`src/design/assert_macros.svh`:
```
// Assertion macros shared by the design files.
// Each property is sampled on i_clk and ignored while i_rst_n is low.
`ifndef ASSERT_MACROS_SVH
`define ASSERT_MACROS_SVH
`ifndef SYNTH
`define ASSERT_CLK(label, prop) \
    label: assert property (@(posedge i_clk) disable iff (!i_rst_n) (prop)) \
        else $error("assertion failed");
`define ASSERT_IMPL(label, cond, expr) \
    label: assert property (@(posedge i_clk) disable iff (!i_rst_n) (cond) |-> (expr)) \
        else $error("assertion failed");
`else
`define ASSERT_CLK(label, prop)
`define ASSERT_IMPL(label, cond, expr)
`endif
`endif

```
`src/design/dtds_pkg.sv`:
```
// ----------------------------------------------------------------------------
// dtds_pkg
// Types and constants of the task-graph scheduler.
// ----------------------------------------------------------------------------
package dtds_pkg;

    localparam int NODE_COUNT_DEF = 16;
    localparam int NODE_COUNT_MAX = 64;

    typedef enum logic [2:0] {
        MODE_CLEAR    = 3'd0,
        MODE_SET_PRIO = 3'd1,
        MODE_ADD_EDGE = 3'd2,
        MODE_SUBMIT   = 3'd3,
        MODE_DISPATCH = 3'd4,
        MODE_RUN      = 3'd5
    } t_mode;

    typedef enum logic [1:0] {
        ST_OK      = 2'd0,
        ST_CYCLE   = 2'd1,
        ST_IGNORED = 2'd2,
        ST_EMPTY   = 2'd3
    } t_status;

    typedef enum logic [1:0] {
        S_IDLE,
        S_REACH,
        S_RELEASE
    } t_state;

    typedef struct packed {
        logic [2:0]        mode;
        logic [3:0]        node;
        logic [3:0]        other_node;
        logic signed [7:0] priority_req;
    } t_item;

    typedef struct packed {
        t_status    status;
        logic [3:0] out_node;
        logic       out_valid;
    } t_result;

    // Broadcast controls to the node cells.
    typedef struct packed {
        logic clr;
        logic set_prio;
        logic add_edge;
        logic set_done;
        logic q_clr;
        logic dec;
        logic q_set;
    } t_cell_ctl;

    // Broadcast controls to the queue cells.
    typedef struct packed {
        logic ins;
        logic rm_head;
        logic rm_node;
    } t_queue_ctl;

endpackage

```
`src/design/dtds_node_cell.sv`:
```
// ----------------------------------------------------------------------------
// dtds_node_cell
// One node of the graph: outgoing edge row, pending count, flags, priority.
// ----------------------------------------------------------------------------
module dtds_node_cell #(
    parameter int NODE_COUNT = dtds_pkg::NODE_COUNT_DEF,
    parameter int IDX        = 0
) (
    input  logic                          i_clk,
    input  logic                          i_rst_n,
    input  dtds_pkg::t_cell_ctl           i_ctl,
    input  logic [$clog2(NODE_COUNT)-1:0] i_sel,
    input  logic [$clog2(NODE_COUNT)-1:0] i_col,
    input  logic signed [7:0]             i_prio,
    input  logic                          i_reach_bit,
    input  logic [NODE_COUNT-1:0]         i_acc,
    output logic [NODE_COUNT-1:0]         o_acc,
    output logic [NODE_COUNT-1:0]         o_row,
    output logic [3:0]                    o_pend,
    output logic                          o_done,
    output logic                          o_queued,
    output logic signed [7:0]             o_prio
);
    localparam int IW = $clog2(NODE_COUNT);

    logic [NODE_COUNT-1:0] r_row, n_row;
    logic [3:0]            r_pend, n_pend;
    logic                  r_done, n_done;
    logic                  r_queued, n_queued;
    logic signed [7:0]     r_prio, n_prio;
    logic                  sel_me, col_me;

    assign sel_me = (i_sel == IW'(IDX));
    assign col_me = (i_col == IW'(IDX));

    // The reach word ripples down the row of cells.
    assign o_acc = i_acc | (i_reach_bit ? r_row : '0);

    always_comb begin
        n_row    = r_row;
        n_pend   = r_pend;
        n_done   = r_done;
        n_queued = r_queued;
        n_prio   = r_prio;
        if (i_ctl.clr) begin
            n_row[i_sel] = 1'b0;
            if (sel_me) begin
                n_row    = '0;
                n_pend   = '0;
                n_done   = 1'b0;
                n_queued = 1'b0;
                n_prio   = '0;
            end
        end
        if (i_ctl.set_prio && sel_me) begin
            n_prio = i_prio;
        end
        if (i_ctl.add_edge) begin
            if (sel_me) begin
                n_row[i_col] = 1'b1;
            end
            if (col_me) begin
                n_pend = r_pend + 4'd1;
            end
        end
        if (i_ctl.set_done && sel_me) begin
            n_done = 1'b1;
        end
        if (i_ctl.q_clr && sel_me) begin
            n_queued = 1'b0;
        end
        if (i_ctl.dec && col_me) begin
            n_pend = r_pend - 4'd1;
        end
        if (i_ctl.q_set && col_me) begin
            n_queued = 1'b1;
        end
    end

    always_ff @(posedge i_clk) begin
        if (!i_rst_n) begin
            r_row    <= '0;
            r_pend   <= '0;
            r_done   <= 1'b0;
            r_queued <= 1'b0;
            r_prio   <= '0;
        end else begin
            r_row    <= n_row;
            r_pend   <= n_pend;
            r_done   <= n_done;
            r_queued <= n_queued;
            r_prio   <= n_prio;
        end
    end

    assign o_row    = r_row;
    assign o_pend   = r_pend;
    assign o_done   = r_done;
    assign o_queued = r_queued;
    assign o_prio   = r_prio;

endmodule

```
`src/design/dtds_queue_cell.sv`:
```
// ----------------------------------------------------------------------------
// dtds_queue_cell
// One slot of the ready queue; slots shift toward or away from the head.
// ----------------------------------------------------------------------------
module dtds_queue_cell #(
    parameter int NODE_COUNT = dtds_pkg::NODE_COUNT_DEF,
    parameter int IDX        = 0
) (
    input  logic                            i_clk,
    input  dtds_pkg::t_queue_ctl            i_ctl,
    input  logic [$clog2(NODE_COUNT+1)-1:0] i_len,
    input  logic signed [7:0]               i_w,
    input  logic [$clog2(NODE_COUNT)-1:0]   i_node,
    input  logic [$clog2(NODE_COUNT)-1:0]   i_prev_node,
    input  logic signed [7:0]               i_prev_prio,
    input  logic                            i_prev_ge,
    input  logic [$clog2(NODE_COUNT)-1:0]   i_next_node,
    input  logic signed [7:0]               i_next_prio,
    input  logic                            i_hit,
    output logic [$clog2(NODE_COUNT)-1:0]   o_node,
    output logic signed [7:0]               o_prio,
    output logic                            o_ge,
    output logic                            o_hit
);
    localparam int IW = $clog2(NODE_COUNT);
    localparam int LW = $clog2(NODE_COUNT + 1);

    logic [IW-1:0]     r_node, n_node;
    logic signed [7:0] r_prio, n_prio;
    logic              slot_valid;

    assign slot_valid = (LW'(IDX) < i_len);
    assign o_ge  = slot_valid && (r_prio >= i_w);
    // Once a slot holds the removed node, it and every later slot pull from behind.
    assign o_hit = i_hit || (i_ctl.rm_node && slot_valid && (r_node == i_node));

    always_comb begin
        n_node = r_node;
        n_prio = r_prio;
        if (i_ctl.ins) begin
            if (!o_ge && (LW'(IDX) <= i_len)) begin
                if (i_prev_ge) begin
                    n_node = i_node;
                    n_prio = i_w;
                end else begin
                    n_node = i_prev_node;
                    n_prio = i_prev_prio;
                end
            end
        end else if (o_hit) begin
            n_node = i_next_node;
            n_prio = i_next_prio;
        end
    end

    always_ff @(posedge i_clk) begin
        r_node <= n_node;
        r_prio <= n_prio;
    end

    assign o_node = r_node;
    assign o_prio = r_prio;

endmodule

```
`src/design/dag_task_dependency_scheduler_unit.sv`:
```
// ----------------------------------------------------------------------------
// dag_task_dependency_scheduler_unit
// Task-graph scheduler: node cells hold the graph, queue cells the ready list.
// ----------------------------------------------------------------------------
//  channel   | ports                         | handshake
//  ----------+-------------------------------+---------------------------------
//  command   | start, busy, i_item           | word taken when start && !busy
//  result    | o_strobe, o_result            | one cycle per word, no stall
//
// Clear, set priority and submit complete in the idle state. Add edge does too
// for an existing edge, else it runs rounds of the reach search until a round
// adds nothing. Dispatch and run step through the release state: the child
// release walks one node cell per cycle. The result word is registered: it
// follows the command's end, while the next command may already be taken.
// Reset is synchronous; it clears graph state and queue length, not slot data.
module dag_task_dependency_scheduler_unit #(
    parameter int NODE_COUNT = dtds_pkg::NODE_COUNT_DEF
) (
    input  logic              i_clk,
    input  logic              i_rst_n,
    input  logic              start,
    output logic              busy,
    input  dtds_pkg::t_item   i_item,
    output logic              o_strobe,
    output dtds_pkg::t_result o_result
);
    localparam int IW = $clog2(NODE_COUNT);
    localparam int LW = $clog2(NODE_COUNT + 1);

    dtds_pkg::t_state     r_state, n_state;
    logic [IW-1:0]        r_n, n_n, r_c, n_c, r_h, n_h, r_cnt, n_cnt;
    logic [NODE_COUNT-1:0] r_reach, n_reach;
    logic [LW-1:0]        r_qlen, n_qlen;
    logic                 r_disp, n_disp;
    logic                 r_strobe, n_strobe;
    dtds_pkg::t_result    r_res, n_res;

    dtds_pkg::t_cell_ctl  ctl;
    dtds_pkg::t_queue_ctl qctl;
    logic [IW-1:0]        sel, col, q_tgt;
    logic signed [7:0]    cell_prio, q_w;

    logic [NODE_COUNT-1:0] acc [NODE_COUNT+1];
    logic [NODE_COUNT-1:0] row_v [NODE_COUNT];
    logic [3:0]            pend_v [NODE_COUNT];
    logic [NODE_COUNT-1:0] done_v, queued_v;
    logic signed [7:0]     prio_v [NODE_COUNT];

    logic [IW-1:0]         q_node [NODE_COUNT];
    logic signed [7:0]     q_prio [NODE_COUNT];
    logic [NODE_COUNT-1:0] q_ge, q_hit;

    logic [IW-1:0]         in_n, in_c;
    logic                  in_ok;
    logic [NODE_COUNT-1:0] reach_nxt;

    assign acc[0] = '0;

    for (genvar i = 0; i < NODE_COUNT; i++) begin : g_node
        dtds_node_cell #(
            .NODE_COUNT (NODE_COUNT),
            .IDX        (i)
        ) u_cell (
            .i_clk       (i_clk),
            .i_rst_n     (i_rst_n),
            .i_ctl       (ctl),
            .i_sel       (sel),
            .i_col       (col),
            .i_prio      (cell_prio),
            .i_reach_bit (r_reach[i]),
            .i_acc       (acc[i]),
            .o_acc       (acc[i+1]),
            .o_row       (row_v[i]),
            .o_pend      (pend_v[i]),
            .o_done      (done_v[i]),
            .o_queued    (queued_v[i]),
            .o_prio      (prio_v[i])
        );
    end

    for (genvar i = 0; i < NODE_COUNT; i++) begin : g_queue
        logic [IW-1:0]     prev_node, next_node;
        logic signed [7:0] prev_prio, next_prio;
        logic              prev_ge, hit_in;
        if (i == 0) begin : g_head
            assign prev_node = '0;
            assign prev_prio = '0;
            assign prev_ge   = 1'b1;
            assign hit_in    = qctl.rm_head;
        end else begin : g_body
            assign prev_node = q_node[i-1];
            assign prev_prio = q_prio[i-1];
            assign prev_ge   = q_ge[i-1];
            assign hit_in    = q_hit[i-1];
        end
        if (i == NODE_COUNT - 1) begin : g_tail
            assign next_node = '0;
            assign next_prio = '0;
        end else begin : g_mid
            assign next_node = q_node[i+1];
            assign next_prio = q_prio[i+1];
        end
        dtds_queue_cell #(
            .NODE_COUNT (NODE_COUNT),
            .IDX        (i)
        ) u_slot (
            .i_clk       (i_clk),
            .i_ctl       (qctl),
            .i_len       (r_qlen),
            .i_w         (q_w),
            .i_node      (q_tgt),
            .i_prev_node (prev_node),
            .i_prev_prio (prev_prio),
            .i_prev_ge   (prev_ge),
            .i_next_node (next_node),
            .i_next_prio (next_prio),
            .i_hit       (hit_in),
            .o_node      (q_node[i]),
            .o_prio      (q_prio[i]),
            .o_ge        (q_ge[i]),
            .o_hit       (q_hit[i])
        );
    end

    assign in_n      = IW'(i_item.node);
    assign in_c      = IW'(i_item.other_node);
    assign reach_nxt = r_reach | acc[NODE_COUNT];
    assign in_ok     = (int'(i_item.node) < NODE_COUNT) &&
                       ((i_item.mode != dtds_pkg::MODE_ADD_EDGE) ||
                        (int'(i_item.other_node) < NODE_COUNT));

    always_comb begin
        n_state   = r_state;
        n_n       = r_n;
        n_c       = r_c;
        n_h       = r_h;
        n_cnt     = r_cnt;
        n_reach   = r_reach;
        n_qlen    = r_qlen;
        n_disp    = r_disp;
        n_strobe  = 1'b0;
        n_res     = r_res;
        ctl       = '0;
        qctl      = '0;
        sel       = in_n;
        col       = in_c;
        q_tgt     = in_n;
        cell_prio = i_item.priority_req;
        q_w       = prio_v[in_n];

        unique case (r_state)
            dtds_pkg::S_IDLE: begin
                if (start) begin
                    n_strobe = 1'b1;
                    n_res    = '{status: dtds_pkg::ST_OK, out_node: 4'd0, out_valid: 1'b0};
                    if (!in_ok) begin
                        n_res.status = dtds_pkg::ST_IGNORED;
                    end else begin
                        unique case (dtds_pkg::t_mode'(i_item.mode))
                            dtds_pkg::MODE_CLEAR: begin
                                ctl.clr = 1'b1;
                                if (queued_v[in_n]) begin
                                    qctl.rm_node = 1'b1;
                                    n_qlen       = r_qlen - LW'(1);
                                end
                            end
                            dtds_pkg::MODE_SET_PRIO: begin
                                ctl.set_prio = 1'b1;
                            end
                            dtds_pkg::MODE_ADD_EDGE: begin
                                if (!row_v[in_n][in_c]) begin
                                    n_strobe = 1'b0;
                                    n_n      = in_n;
                                    n_c      = in_c;
                                    n_reach  = '0;
                                    n_reach[in_c] = 1'b1;
                                    n_state  = dtds_pkg::S_REACH;
                                end
                            end
                            dtds_pkg::MODE_SUBMIT: begin
                                if (pend_v[in_n] != 4'd0 || done_v[in_n]) begin
                                    n_res.status = dtds_pkg::ST_IGNORED;
                                end else if (!queued_v[in_n] &&
                                             r_qlen < LW'(NODE_COUNT)) begin
                                    ctl.q_set = 1'b1;
                                    col       = in_n;
                                    qctl.ins  = 1'b1;
                                    n_qlen    = r_qlen + LW'(1);
                                end
                            end
                            dtds_pkg::MODE_DISPATCH: begin
                                if (r_qlen == '0) begin
                                    n_res.status = dtds_pkg::ST_EMPTY;
                                end else begin
                                    n_strobe     = 1'b0;
                                    qctl.rm_head = 1'b1;
                                    n_qlen       = r_qlen - LW'(1);
                                    ctl.q_clr    = 1'b1;
                                    ctl.set_done = 1'b1;
                                    sel          = q_node[0];
                                    n_h          = q_node[0];
                                    n_disp       = 1'b1;
                                    n_cnt        = '0;
                                    n_state      = dtds_pkg::S_RELEASE;
                                end
                            end
                            dtds_pkg::MODE_RUN: begin
                                if (pend_v[in_n] != 4'd0 || done_v[in_n]) begin
                                    n_res.status = dtds_pkg::ST_IGNORED;
                                end else begin
                                    n_strobe     = 1'b0;
                                    ctl.q_clr    = 1'b1;
                                    ctl.set_done = 1'b1;
                                    if (queued_v[in_n]) begin
                                        qctl.rm_node = 1'b1;
                                        n_qlen       = r_qlen - LW'(1);
                                    end
                                    n_h     = in_n;
                                    n_disp  = 1'b0;
                                    n_cnt   = '0;
                                    n_state = dtds_pkg::S_RELEASE;
                                end
                            end
                            default: begin
                                n_res.status = dtds_pkg::ST_IGNORED;
                            end
                        endcase
                    end
                end
            end
            dtds_pkg::S_REACH: begin
                sel = r_n;
                col = r_c;
                // The reach set is complete once a round adds nothing.
                if (reach_nxt == r_reach) begin
                    n_strobe = 1'b1;
                    n_state  = dtds_pkg::S_IDLE;
                    n_res    = '{status: dtds_pkg::ST_OK, out_node: 4'd0, out_valid: 1'b0};
                    if (r_reach[r_n]) begin
                        n_res.status = dtds_pkg::ST_CYCLE;
                    end else begin
                        ctl.add_edge = 1'b1;
                    end
                end else begin
                    n_reach = reach_nxt;
                end
            end
            dtds_pkg::S_RELEASE: begin
                sel   = r_h;
                col   = r_cnt;
                q_tgt = r_cnt;
                q_w   = prio_v[r_cnt];
                if (row_v[r_h][r_cnt] && pend_v[r_cnt] != 4'd0) begin
                    ctl.dec = 1'b1;
                    if (pend_v[r_cnt] == 4'd1 && !done_v[r_cnt] && !queued_v[r_cnt] &&
                        r_qlen < LW'(NODE_COUNT)) begin
                        ctl.q_set = 1'b1;
                        qctl.ins  = 1'b1;
                        n_qlen    = r_qlen + LW'(1);
                    end
                end
                if (r_cnt == IW'(NODE_COUNT - 1)) begin
                    n_strobe = 1'b1;
                    n_state  = dtds_pkg::S_IDLE;
                    n_res    = '{status: dtds_pkg::ST_OK,
                                 out_node: r_disp ? 4'(r_h) : 4'd0,
                                 out_valid: r_disp};
                end else begin
                    n_cnt = r_cnt + IW'(1);
                end
            end
            default: begin
                n_state = dtds_pkg::S_IDLE;
            end
        endcase
    end

    always_ff @(posedge i_clk) begin
        if (!i_rst_n) begin
            r_state  <= dtds_pkg::S_IDLE;
            r_qlen   <= '0;
            r_strobe <= 1'b0;
            r_reach  <= '0;
        end else begin
            r_state  <= n_state;
            r_qlen   <= n_qlen;
            r_strobe <= n_strobe;
            r_reach  <= n_reach;
        end
    end

    always_ff @(posedge i_clk) begin
        r_n    <= n_n;
        r_c    <= n_c;
        r_h    <= n_h;
        r_cnt  <= n_cnt;
        r_disp <= n_disp;
        r_res  <= n_res;
    end

    assign busy     = (r_state != dtds_pkg::S_IDLE);
    assign o_strobe = r_strobe;
    assign o_result = r_res;

`include "assert_macros.svh"

    `ASSERT_CLK(a_qlen_max, r_qlen <= LW'(NODE_COUNT))
    `ASSERT_CLK(a_qlen_matches_flags, $countones(queued_v) == int'(r_qlen))
    `ASSERT_IMPL(a_disp_ok, o_strobe && o_result.out_valid, o_result.status == dtds_pkg::ST_OK)
    `ASSERT_IMPL(a_release_no_strobe, r_state == dtds_pkg::S_RELEASE, !r_strobe)

endmodule

```
`config.mk`:
```
export PLATFORM = sky130hd
export DESIGN_NAME = dag_task_dependency_scheduler_unit
export DESIGN_NICKNAME = d
export VERILOG_FILES = /design/src/design/dtds_pkg.sv /design/src/design/dtds_node_cell.sv /design/src/design/dtds_queue_cell.sv /design/src/design/dag_task_dependency_scheduler_unit.sv
export VERILOG_INCLUDE_DIRS = /design/src /design/src/design
export SDC_FILE = /design/constraint.sdc
export NUM_CORES = 2
export LEC_CHECK = 0
export ABC_AREA = 1
export BUFFER_PORTS_ARGS = -buffer_cell sky130_fd_sc_hd__buf_4
export CAP_MARGIN = 10
export CORE_UTILIZATION = 40
export DETAILED_ROUTE_END_ITERATION = 6
export GPL_ROUTABILITY_DRIVEN = 0
export PLACE_DENSITY_LB_ADDON = 0.2
export SYNTH_ARGS = -nofsm -noshare
export SYNTH_HDL_FRONTEND = slang
export SYNTH_SLANG_ARGS = --single-unit
```
`constraint.sdc`:
```
create_clock -name i_clk -period 6.8 [get_ports i_clk]
set_input_delay 1.36 -clock i_clk [delete_from_list [all_inputs] [get_ports i_clk]]
set_output_delay 1.36 -clock i_clk [all_outputs]
set_load 0.005 [all_outputs]
```
==> reports/metrics.yaml <==
synth:
  ys_ff_latch: 720
  synthCells: 6751
  yosys_warnings: 0
  synth_common_cells: "nand2_1, a21oi_1, o21ai_0"
  synth.distinct_cells: 60
  mappedNetlistNets: 6936
  ys_seq_area_share_pct: 35.58
  synth-async-reset-ratio_pct: 0
  yosysTopAreaCellShare_pct: 21.66
  avgSynthCellArea_um2: 6.900
  synth_top_cell_by_area: "dfxtp_1"
  synth-edff-count: 216
  synth_area_um2: 46580
  synth-main-ff-cell: "dfxtp_1"
  yosysMostFrequentCell: "nand2_1"
  synth_area_leaders: "dfxtp_1, edfxtp_1, nand2_1"
placed_design:
  place_inst: 8009
  dp_hpwl_mm: 138.2
  port_buffers: 30
timing:
  grt_setup_unrepaired: "false"
  max_freq_mhz: 169.0
  worst_pin_slew_ns: 1.322
  finalSetupViolations: 0
  slew_violations: 0
  layout_min_cycle_time_ns: 5.917
  holdWs_ns: 0.4634
  timing.final.crit_share_pct: 87.02
  hold_viol: 0
  fin_tns_setup_ns: 0
  skew_ns: 0.05245
  relSlewSlack_pct: 10.92
setup_path:
  end_kind: "flip-flop"
  start_kind: "input port"
  required_ns: 7.02
  r2r_slack_ns: 1.01
  crit_type: "input port to flip-flop"
  crit_slowest_cell: "inv_2"
  max_stage_delay_ns: 0.64
  crit_family: "simple AND/OR/NAND/NOR gates"
  cpMostUsedCell: "nand2_1"
  crit_chain: "buf_4, inv_2, buf_4, o211ai_1, nand3_1, nand2_1, inv_2, nor2_1, nand2_1, clkinv_1, nand2_1, nand4_1, nor2_1, nand4_1, nor2_1, nand4_1, nand2_1, nand3_1"
  cp_num_buf_inv: 5
  cp_max_fo: 24
  worstPathArrival_ns: 6.13
clock_tree:
  cts.sink_count: 720
  cts_tree: "built"
  cts_buffers: 87
  cts_hold_buffers: 0
  clkLatencyLatePin_ns: 0.71
  path_clk_slew_ns: 0.06
  root_buffer: "clkbuf_16"
  cts_max_level: 3
  postCtsSetupRepairBufs: 0
  cts_resized: 0
  cts.path.max_buffers: 3
floorplanning:
  ios: 31
  placementRows: 124
  core_um2: 115000
  die_w_um: 343.3
  die_h_um: 343.3
  die_area_um2: 117800
  start_util_pct: 40.52
route:
  wl_mm: 207.7
  drtIter0Drc: 7067
  drc: 0
  ant_nets: 0
  vias: 50764
  wl_per_cell_um: 25.40
  routed_via_density: 6.210
  first_pass_iters: 7
global_route:
  grt_antenna_before_repair: 5
  grt_start_max_net_pins: 174
  grt-ovfl-total: 0
  grt_pass1_wl_mm: 303.5
  grt_pass1_vias: 46138
  globalRouteTotalUtil_pct: 34.15
run_status:
  run_status: "finished, final reports clean"
power_and_ir_drop:
  cellLeakagePower_nw: 18.73
  ir_drop_v: 0.0001923
  powerDensity_nw_per_um2: 333.3
job:
  cap_violations: 0
min_path:
  hp-class: "flip-flop to flip-flop"
cells_and_area:
  final_cells: 8175
  syn_to_final_growth_pct: 9.959
  drive_above_1_share_pct: 7.614
  nNetsFinal: 6772
[path summary, 6_finish.rpt]
kind | from | to | cells past startpoint
min reg2reg | g_node[13].u_cell.o_prio[3] | g_node[13].u_cell.o_prio[3] | 2
max reg2reg | r_cnt[0] | g_queue[7].u_slot.o_node[3] | 24
min | g_node[13].u_cell.o_prio[3] | g_node[13].u_cell.o_prio[3] | 2
max | i_item[14] | g_queue[15].u_slot.o_prio[7] | 18
[area by class of cell]
class                           count  area, um^2
Fill cell                       11764       63740
Multi-Input combinational cell   4975       25820
Sequential cell                   720       16580
Clock buffer                      118        2469
Inverter                          610        2308
Tap cell                         1512        1892
Timing Repair Buffer              193        1630
Clock inverter                     43       516.7
Antenna cell                        4       10.01
[flip-flops by register name (all words and copies together) (netlist names)]
name	flops
r_disp	1
r_state	2
r_qlen	5
g_node.u_cell.o_pend	64
o_result	7
g_queue.u_slot.o_prio	128
g_node.u_cell.o_prio	128
g_node.u_cell.o_row	256
r_h	4
o_strobe	1
g_node.u_cell.o_queued	16
g_queue.u_slot.o_node	64
r_n	4
r_c	4
r_reach	16
r_cnt	4
g_node.u_cell.o_done	16
[cell families after synthesis]
group	share of synthesized area, %
compound gates	24.53
xor+xnor	1.937
fa+ha+maj	4.378
buf+inv	9.135
flops	35.58
simple gates	24.44
[routing by layer]
layer	share of wire (%)	up-vias	GRT usage (%)
met4	7.0	4	19.98
met3	13	894	8.925
met5	0.012	-	0
met2	42	3381	50.42
met1	39	23696	44.75
li1	-	22789	-
[tightest hold or removal path, stage by stage, from the launching register on]
cell and delay, ns:
dfxtp_1 0.31, nand2_1 0.06, a21oi_1 0.05
[placed cells by master (no fill, tap or decap), types with 44 or more instances in the layout]
| cell type | instances |
|---|---|
| o22ai_1 | 86 |
| a21oi_1 | 835 |
| inv_2 | 44 |
| nor2_1 | 483 |
| dfxtp_1 | 504 |
| o21ai_0 | 689 |
| edfxtp_1 | 216 |
| nand4_1 | 51 |
| a31oi_1 | 82 |
| nand3_1 | 516 |
| clkbuf_16 | 91 |
| o211ai_1 | 143 |
| buf_4 | 177 |
| nand2_1 | 1460 |
| a221oi_1 | 46 |
| xor2_1 | 86 |
| inv_1 | 553 |
| ha_1 | 163 |
[power breakdown]
group | total (mW) | switching [mW] | internal, mW
sequential | 4.98 | 0.288 | 4.69
combinational | 7.07 | 5.35 | 1.71
clock | 5.03 | 2.07 | 2.96
[metrics by stage]
step	utilization, %	cell area, um^2	total power, mW	setup slack, ns
4_1_cts	44.54	51210	16.77	1.094
2_1_floorplan	-	46580	9.013	0.4878
6_report	44.56	51220	17.07	0.8828
3_3_place_gp	41.94	48220	11.74	0.4832
5_1_grt	44.55	51220	17.62	0.5455
3_5_place_dp	41.94	48220	11.79	0.4101
No activity file was read; power rests on OpenSTA's default activity.
